## src/hdl/mexp_pkg.sv

```systemverilog
// Shared types, widths and the microcode store for the modular exponentiation block.
// Used by mexp_mulmod and modular_exponentiation; depends on nothing.
package mexp_pkg;

    localparam int DW    = 16;
    localparam int CNT_W = $clog2(DW);
    localparam int PC_W  = 3;

    localparam logic [DW-1:0] MODULUS_RST  = DW'(221);
    localparam logic [DW-1:0] EXPONENT_RST = DW'(5);

    // register word addresses (paddr[2])
    localparam logic REG_MODULUS  = 1'b0;
    localparam logic REG_EXPONENT = 1'b1;

    // microprogram step addresses
    localparam logic [PC_W-1:0] STEP_IDLE  = 3'd0;
    localparam logic [PC_W-1:0] STEP_CHECK = 3'd1;
    localparam logic [PC_W-1:0] STEP_SQ    = 3'd2;
    localparam logic [PC_W-1:0] STEP_TEST  = 3'd3;
    localparam logic [PC_W-1:0] STEP_ACC   = 3'd4;
    localparam logic [PC_W-1:0] STEP_SHIFT = 3'd5;
    localparam logic [PC_W-1:0] STEP_DONE  = 3'd6;
    localparam logic [PC_W-1:0] STEP_ZERO  = 3'd7;

    // branch conditions; when the condition holds the step jumps to its target
    // and performs no action, otherwise it acts and goes to its next step
    typedef enum logic [2:0] {
        CND_NEVER   = 3'd0,
        CND_NOSTART = 3'd1,
        CND_MULBUSY = 3'd2,
        CND_NSMALL  = 3'd3,
        CND_E0CLR   = 3'd4,
        CND_ELAST   = 3'd5
    } cond_t;

    typedef enum logic [1:0] {
        OPS_ONE_BASE = 2'd0,
        OPS_ACC_SQ   = 2'd1,
        OPS_SQ_SQ    = 2'd2
    } opsel_t;

    typedef enum logic [2:0] {
        WR_NONE = 3'd0,
        WR_LOAD = 3'd1,
        WR_SQ   = 3'd2,
        WR_ACC  = 3'd3,
        WR_ZERO = 3'd4
    } wrsel_t;

    typedef struct packed {
        cond_t            cond;
        logic [PC_W-1:0]  target;
        logic [PC_W-1:0]  next;
        logic             issue;
        opsel_t           opsel;
        wrsel_t           wr;
        logic             shift_e;
        logic             strobe;
    } cw_t;

    function automatic cw_t ucode_rom(input logic [PC_W-1:0] pc);
        cw_t cw;
        begin
            cw.cond    = CND_NEVER;
            cw.target  = STEP_IDLE;
            cw.next    = STEP_IDLE;
            cw.issue   = 1'b0;
            cw.opsel   = OPS_ONE_BASE;
            cw.wr      = WR_NONE;
            cw.shift_e = 1'b0;
            cw.strobe  = 1'b0;
            case (pc)
                STEP_IDLE:
                begin
                    cw.cond   = CND_NOSTART;
                    cw.target = STEP_IDLE;
                    cw.next   = STEP_CHECK;
                    cw.wr     = WR_LOAD;
                end
                STEP_CHECK:
                begin
                    cw.cond   = CND_NSMALL;
                    cw.target = STEP_ZERO;
                    cw.next   = STEP_SQ;
                    cw.issue  = 1'b1;
                    cw.opsel  = OPS_ONE_BASE;
                end
                STEP_SQ:
                begin
                    cw.cond   = CND_MULBUSY;
                    cw.target = STEP_SQ;
                    cw.next   = STEP_TEST;
                    cw.wr     = WR_SQ;
                end
                STEP_TEST:
                begin
                    cw.cond   = CND_E0CLR;
                    cw.target = STEP_SHIFT;
                    cw.next   = STEP_ACC;
                    cw.issue  = 1'b1;
                    cw.opsel  = OPS_ACC_SQ;
                end
                STEP_ACC:
                begin
                    cw.cond   = CND_MULBUSY;
                    cw.target = STEP_ACC;
                    cw.next   = STEP_SHIFT;
                    cw.wr     = WR_ACC;
                end
                STEP_SHIFT:
                begin
                    cw.cond    = CND_ELAST;
                    cw.target  = STEP_DONE;
                    cw.next    = STEP_SQ;
                    cw.issue   = 1'b1;
                    cw.opsel   = OPS_SQ_SQ;
                    cw.shift_e = 1'b1;
                end
                STEP_DONE:
                begin
                    cw.next   = STEP_IDLE;
                    cw.strobe = 1'b1;
                end
                STEP_ZERO:
                begin
                    cw.next = STEP_DONE;
                    cw.wr   = WR_ZERO;
                end
                default:
                begin
                    cw.next = STEP_IDLE;
                end
            endcase
            return cw;
        end
    endfunction

endpackage

```

## src/hdl/modular_exponentiation.sv

```systemverilog
// Modular exponentiation: base_value ^ exponent mod modulus, square-and-multiply.
// A modulus below 2 gives a zero result; otherwise the run time grows with the number
// of significant bits and of ones in the exponent.
// Each modular multiply runs in the bit-serial multiplier, which sets the rate.
// One item at a time: busy stays high from the accepting edge to the done strobe.
// rst_n clears the sequencer and loads modulus 221 and exponent 5.
module modular_exponentiation
(
    input  logic                     clk,
    input  logic                     rst_n,
    input  logic                     psel,
    input  logic                     penable,
    input  logic                     pwrite,
    input  logic [2:0]               paddr,
    input  logic [31:0]              pwdata,
    output logic [31:0]              prdata,
    output logic                     pready,
    input  logic                     start,
    output logic                     busy,
    input  logic [mexp_pkg::DW-1:0]  base_value,
    output logic                     done,
    output logic [mexp_pkg::DW-1:0]  power_result
);

    logic [mexp_pkg::DW-1:0]    modulus_reg;
    logic [mexp_pkg::DW-1:0]    exponent_reg;
    logic [mexp_pkg::PC_W-1:0]  pc_reg;
    logic [mexp_pkg::PC_W-1:0]  pc_next;
    logic [mexp_pkg::DW-1:0]    base_reg;
    logic [mexp_pkg::DW-1:0]    base_next;
    logic [mexp_pkg::DW-1:0]    e_reg;
    logic [mexp_pkg::DW-1:0]    e_next;
    logic [mexp_pkg::DW-1:0]    acc_reg;
    logic [mexp_pkg::DW-1:0]    acc_next;
    logic [mexp_pkg::DW-1:0]    sq_reg;
    logic [mexp_pkg::DW-1:0]    sq_next;

    mexp_pkg::cw_t              cw;
    logic                       take;
    logic                       act;
    logic                       cfg_wr;
    logic                       mul_start;
    logic                       mul_done;
    logic [mexp_pkg::DW-1:0]    mul_a;
    logic [mexp_pkg::DW-1:0]    mul_b;
    logic [mexp_pkg::DW-1:0]    mul_p;

    // configuration port
    assign pready = 1'b1;
    assign cfg_wr = psel & penable & pwrite;

    always_ff @(posedge clk or negedge rst_n)
    begin
        if (!rst_n)
        begin
            modulus_reg  <= mexp_pkg::MODULUS_RST;
            exponent_reg <= mexp_pkg::EXPONENT_RST;
        end
        else if (cfg_wr)
        begin
            if (paddr[2] == mexp_pkg::REG_MODULUS)
            begin
                modulus_reg <= pwdata[mexp_pkg::DW-1:0];
            end
            else
            begin
                exponent_reg <= pwdata[mexp_pkg::DW-1:0];
            end
        end
    end

    assign prdata = (paddr[2] == mexp_pkg::REG_EXPONENT) ? 32'(exponent_reg)
                                                         : 32'(modulus_reg);

    // sequencer
    always_comb
    begin
        cw = mexp_pkg::ucode_rom(pc_reg);
        case (cw.cond)
            mexp_pkg::CND_NEVER:   take = 1'b0;
            mexp_pkg::CND_NOSTART: take = !start;
            mexp_pkg::CND_MULBUSY: take = !mul_done;
            mexp_pkg::CND_NSMALL:  take = (modulus_reg[mexp_pkg::DW-1:1] == '0);
            mexp_pkg::CND_E0CLR:   take = !e_reg[0];
            mexp_pkg::CND_ELAST:   take = (e_reg[mexp_pkg::DW-1:1] == '0);
            default:               take = 1'b0;
        endcase
        act       = !take;
        pc_next   = take ? cw.target : cw.next;
        mul_start = act & cw.issue;

        case (cw.opsel)
            mexp_pkg::OPS_ONE_BASE:
            begin
                mul_a = mexp_pkg::DW'(1);
                mul_b = base_reg;
            end
            mexp_pkg::OPS_ACC_SQ:
            begin
                mul_a = acc_reg;
                mul_b = sq_reg;
            end
            mexp_pkg::OPS_SQ_SQ:
            begin
                mul_a = sq_reg;
                mul_b = sq_reg;
            end
            default:
            begin
                mul_a = sq_reg;
                mul_b = sq_reg;
            end
        endcase

        base_next = base_reg;
        e_next    = e_reg;
        acc_next  = acc_reg;
        sq_next   = sq_reg;
        if (act)
        begin
            case (cw.wr)
                mexp_pkg::WR_NONE:
                begin
                    acc_next = acc_reg;
                end
                mexp_pkg::WR_LOAD:
                begin
                    // exponents 0 and 1 both run as 1
                    base_next = base_value;
                    e_next    = exponent_reg | mexp_pkg::DW'(exponent_reg == '0);
                    acc_next  = mexp_pkg::DW'(1);
                end
                mexp_pkg::WR_SQ:   sq_next  = mul_p;
                mexp_pkg::WR_ACC:  acc_next = mul_p;
                mexp_pkg::WR_ZERO: acc_next = '0;
                default:           acc_next = acc_reg;
            endcase
            if (cw.shift_e)
            begin
                e_next = {1'b0, e_reg[mexp_pkg::DW-1:1]};
            end
        end
    end

    always_ff @(posedge clk or negedge rst_n)
    begin
        if (!rst_n)
        begin
            pc_reg <= mexp_pkg::STEP_IDLE;
        end
        else
        begin
            pc_reg <= pc_next;
        end
    end

    always_ff @(posedge clk)
    begin
        base_reg <= base_next;
        e_reg    <= e_next;
        acc_reg  <= acc_next;
        sq_reg   <= sq_next;
    end

    mexp_mulmod u_mulmod
    (
        .clk     (clk),
        .rst_n   (rst_n),
        .start   (mul_start),
        .op_a    (mul_a),
        .op_b    (mul_b),
        .modulus (modulus_reg),
        .done    (mul_done),
        .product (mul_p)
    );

    assign busy         = (pc_reg != mexp_pkg::STEP_IDLE);
    assign done         = cw.strobe;
    assign power_result = acc_reg;

endmodule

```

## src/hdl/mexp_mulmod.sv

```systemverilog
// Bit-serial modular multiplier: product = a * b mod n, one bit of b per cycle.
// Requires a < n. Uses mexp_pkg for widths.
module mexp_mulmod
(
    input  logic                     clk,
    input  logic                     rst_n,
    input  logic                     start,
    input  logic [mexp_pkg::DW-1:0]  op_a,
    input  logic [mexp_pkg::DW-1:0]  op_b,
    input  logic [mexp_pkg::DW-1:0]  modulus,
    output logic                     done,
    output logic [mexp_pkg::DW-1:0]  product
);

    logic                          run_reg;
    logic                          run_next;
    logic                          done_reg;
    logic                          done_next;
    logic [mexp_pkg::CNT_W-1:0]    cnt_reg;
    logic [mexp_pkg::CNT_W-1:0]    cnt_next;
    logic [mexp_pkg::DW-1:0]       a_reg;
    logic [mexp_pkg::DW-1:0]       a_next;
    logic [mexp_pkg::DW-1:0]       b_reg;
    logic [mexp_pkg::DW-1:0]       b_next;
    logic [mexp_pkg::DW-1:0]       r_reg;
    logic [mexp_pkg::DW-1:0]       r_next;

    logic [mexp_pkg::DW:0]         dbl;
    logic [mexp_pkg::DW-1:0]       dbl_red;
    logic [mexp_pkg::DW:0]         sum;
    logic [mexp_pkg::DW-1:0]       sum_red;
    logic                          last;

    always_comb
    begin
        // r = 2r mod n, then r = r + a mod n when the current bit of b is set
        dbl     = {r_reg, 1'b0};
        dbl_red = (dbl >= {1'b0, modulus}) ? mexp_pkg::DW'(dbl - {1'b0, modulus})
                                           : mexp_pkg::DW'(dbl);
        sum     = {1'b0, dbl_red} + (b_reg[mexp_pkg::DW-1] ? {1'b0, a_reg} : '0);
        sum_red = (sum >= {1'b0, modulus}) ? mexp_pkg::DW'(sum - {1'b0, modulus})
                                           : mexp_pkg::DW'(sum);
        last    = (cnt_reg == mexp_pkg::CNT_W'(mexp_pkg::DW - 1));

        run_next  = run_reg;
        done_next = 1'b0;
        cnt_next  = cnt_reg;
        a_next    = a_reg;
        b_next    = b_reg;
        r_next    = r_reg;
        if (start)
        begin
            run_next = 1'b1;
            cnt_next = '0;
            a_next   = op_a;
            b_next   = op_b;
            r_next   = '0;
        end
        else if (run_reg)
        begin
            r_next   = sum_red;
            b_next   = {b_reg[mexp_pkg::DW-2:0], 1'b0};
            cnt_next = cnt_reg + 1'b1;
            if (last)
            begin
                run_next  = 1'b0;
                done_next = 1'b1;
            end
        end
    end

    always_ff @(posedge clk or negedge rst_n)
    begin
        if (!rst_n)
        begin
            run_reg  <= 1'b0;
            done_reg <= 1'b0;
            cnt_reg  <= '0;
        end
        else
        begin
            run_reg  <= run_next;
            done_reg <= done_next;
            cnt_reg  <= cnt_next;
        end
    end

    always_ff @(posedge clk)
    begin
        a_reg <= a_next;
        b_reg <= b_next;
        r_reg <= r_next;
    end

    assign done    = done_reg;
    assign product = r_reg;

endmodule
```

## config.mk

```make
export PLATFORM = sky130hd
export DESIGN_NAME = modular_exponentiation
export DESIGN_NICKNAME = d
export VERILOG_FILES = /design/src/hdl/mexp_pkg.sv /design/src/hdl/modular_exponentiation.sv /design/src/hdl/mexp_mulmod.sv
export SDC_FILE = /design/constraint.sdc
export NUM_CORES = 1
export LEC_CHECK = 0
export BUFFER_PORTS_ARGS = -buffer_cell sky130_fd_sc_hd__buf_2
export CAP_MARGIN = 10
export CORE_MARGIN = 10
export CORE_UTILIZATION = 45
export DETAILED_ROUTE_END_ITERATION = 10
export PLACE_DENSITY = 0.61
export SYNTH_ARGS = -nofsm -noshare
export SYNTH_HDL_FRONTEND = slang
export SYNTH_SLANG_ARGS = --single-unit
export TNS_END_PERCENT = 100
```

## constraint.sdc

```tcl
create_clock -name clk -period 9.9 [get_ports clk]
set_clock_uncertainty 0.1 [all_clocks]
set_input_delay 0 -clock clk [delete_from_list [all_inputs] [get_ports clk]]
set_output_delay 0 -clock clk [all_outputs]
set_load 0.05 [all_outputs]
```

==> impl_metrics.py <==
metrics = {
    "detailed_routing": {
        "drc": 0,
        "wirelength_um": 23090,
        "vias": 6757,
        "drt_iter0_markers": 341,
        "antenna_left": 0,
        "wl_per_cell_um": 18.66,
        "vias_per_cell": 5.462,
        "firstDrtPassIters": 5,
    },
    "critical_path": {
        "r2r_cells": 23,
        "path_max_fanout": 17,
        "regToRegEndpoint": "u_mulmod.product[0]",
        "cp_data_required_time_ns": 10.15,
        "startpoint_type": "flop",
        "reg2reg_slack_ns": 1.39,
        "critical_path_class": "reg -> reg",
        "crit_arrival_ns": 8.75,
        "r2r-start": "modulus_reg[1]",
        "end_kind": "flop",
    },
    "synthesis": {
        "synth.yosys.seq_area_share_pct": 46.67,
        "synth-edff-count": 96,
        "ys_seq_elements": 153,
        "synth.avg_cell_area_um2": 10.59,
        "async_flop_share_pct": 26.80,
        "yosys_warnings": 0,
        "synth-main-ff-cell": "edfxtp_1",
        "synthCells": 858,
        "synth.distinct_cells": 72,
        "syn_area_mm2": 0.009084,
    },
    "layout": {
        "fin_area_mm2": 0.01062,
        "final_nets": 1069,
        "n_fill_cell": 1807,
        "final_cell_mix": "edfxtp_1, nand2_1, buf_2, nor2_1, ha_1",
        "stdcell_count": 1237,
        "multiInputGateArea_mm2": 0.004557,
        "syn_to_final_growth_pct": 16.94,
        "antenna_cells": 0,
        "final-seq-area_mm2": 0.004239,
        "drive_above_1_share_pct": 18.62,
        "final_common_cell": "edfxtp_1",
    },
    "sta": {
        "worst_pin_slew_ns": 1.103,
        "drv_slew": 0,
        "rsz0062_at_grt": "false",
        "timing.fmax_mhz": 117.6,
        "setup_viol": 0,
        "relSlewSlack_pct": 26.47,
        "worst_hold_slack_ns": 0.1599,
        "period_share_pct": 85.92,
        "finalCriticalPeriod_ns": 8.506,
        "tns_ns": 0,
        "finalHoldViolations": 0,
    },
    "die": {
        "io_pins": 108,
        "rows": 51,
        "core_region_area_mm2": 0.01965,
        "start_util_pct": 46.22,
        "die_h_um": 162.1,
        "die_w_um": 162.1,
        "die-area_mm2": 0.02627,
    },
    "placed_design": {
        "dp.cells": 1171,
        "place_area_mm2": 0.009649,
        "dp_hpwl_um": 17090,
        "place_congestion": 0.8584,
        "port_buffers": 72,
    },
    "status": {
        "status": "complete, no violations",
    },
    "grt": {
        "grt_pass1_wl_um": 36400,
        "overflow": 0,
        "grt_max_degree": 64,
        "grt_use_total_pct": 17.55,
        "first_global_vias": 6520,
        "grt_antenna_before_repair": 0,
    },
    "job": {
        "max_cap_violations": 0,
    },
    "cts": {
        "ctsLongestPathBuffers": 2,
        "cts-root-buf": "clkbuf_16",
        "numClockSinks": 153,
        "cts_tree": "yes",
        "cts_buffers": 17,
        "worstSkewPairLatency_ns": 0.43,
        "post_cts_resized": 0,
        "h-tree-depth": 4,
        "path_clk_slew_ns": 0.07,
    },
    "worst_hold_path": {
        "hp-class": "in -> async",
    },
}
cells in the mapped netlist, drive strengths merged, types with 4 or more instances:
cell type	instances	share of area, %
dfrtp	33	9.1
and2	36	2.5
nand3	10	0.55
and3	6	0.41
nand2	86	3.6
nand2b	4	0.28
o31ai	4	0.33
a21o	11	0.92
mux2i	32	3.5
o31a	4	0.39
and4	5	0.50
nand3b	4	0.33
nor3	12	0.66
edfxtp	96	32
nor2b	9	0.62
buf	22	1.8
nor2	60	2.5
o21ai	44	2.4
clkbuf	23	0.95
nor4	13	0.90
a22o	15	1.4
dfxtp	16	3.5
a21oi	49	2.7
xnor2	23	2.2
dfstp	8	2.3
or2	5	0.37
nand4	8	0.55
mux2	47	5.9
a31oi	5	0.34
inv	31	1.3
a2111oi	4	0.59
a211oi	15	1.3
o21a	11	0.91
xor2	15	1.4
ha	50	6.9
layout make-up:
cell class	instances	area share, %
clock inverters	15	1.955
flip-flops and latches	153	39.91
repair buffers	112	7.020
multi-input cells	644	42.90
inverters	31	1.095
clock buffers	17	4.005
well taps	265	3.121
metrics by stage:
stage / util (%) / setup slack, ns
CTS: 54.05 / 1.466
global route: 54.05 / 0.9570
finish: 54.05 / 1.394
detailed placement: 49.10 / 1.496
floorplan: - / 3.091
global placement: 49.10 / 1.576
layer usage:
metal | routed length, µm | up-vias | GRT usage, %
met4 | 412 | 0 | 6.741
met3 | 1027 | 17 | 3.134
met2 | 10310 | 139 | 26.28
met1 | 11330 | 3264 | 24.67
li1 | - | 3337 | -
met5 | 0 | - | 0
logic make-up (layout without fill, tap and decap cells):
kind of cell    Yosys count  in the layout  share of synthesized area [%]
xor+xnor                 38             38                          3.664
flops                   153            153                          46.67
compound gates          188            188                          13.91
fa+ha+maj                53             53                          7.548
buf+inv                  76            175                          4.050
simple gates            269            269                          14.68
mux                      79             79                          9.394
other cells               2             17                        0.08268
worst max path at each step:
| stage | end | slack [ns] | from |
|---|---|---|---|
| after detailed placement | u_mulmod.product[0] | 1.50 | modulus_reg[1] |
| final | u_mulmod.product[0] | 1.39 | modulus_reg[1] |
| after floorplan | u_mulmod.product[0] | 3.09 | modulus_reg[1] |
| after global routing | u_mulmod.product[0] | 0.96 | modulus_reg[1] |
| after global placement | u_mulmod.product[0] | 1.58 | modulus_reg[1] |
| after CTS | u_mulmod.product[0] | 1.47 | modulus_reg[1] |
worst max-delay path: stages (launching register included):
cell	delay (ns)
dfrtp_1	0.40
inv_1	0.21
ha_1	0.29
nor2b_1	0.14
o31ai_1	0.43
a21oi_1	0.16
o21ai_0	0.47
o21ai_0	0.30
a2111oi_4	0.60
buf_4	0.30
mux2_2	0.35
ha_1	0.35
o21a_1	0.22
or2_4	0.23
a221o_1	0.33
a221o_1	0.46
or4b_2	0.64
o2111ai_1	0.21
ha_1	0.28
nand4_1	0.11
o311ai_0	0.41
a221o_1	0.84
mux2_4	0.36
a211oi_2	0.20
what timing repair did:
item,in CTS,in global routing
hold buffers,34,0
endpoints found under the hold margin,82,0
setup endpoints to repair,0,0
buffers inserted,0,0
Power is not shown: default switching activity piles up to over one toggle a cycle in this logic, so the estimate is an artifact.
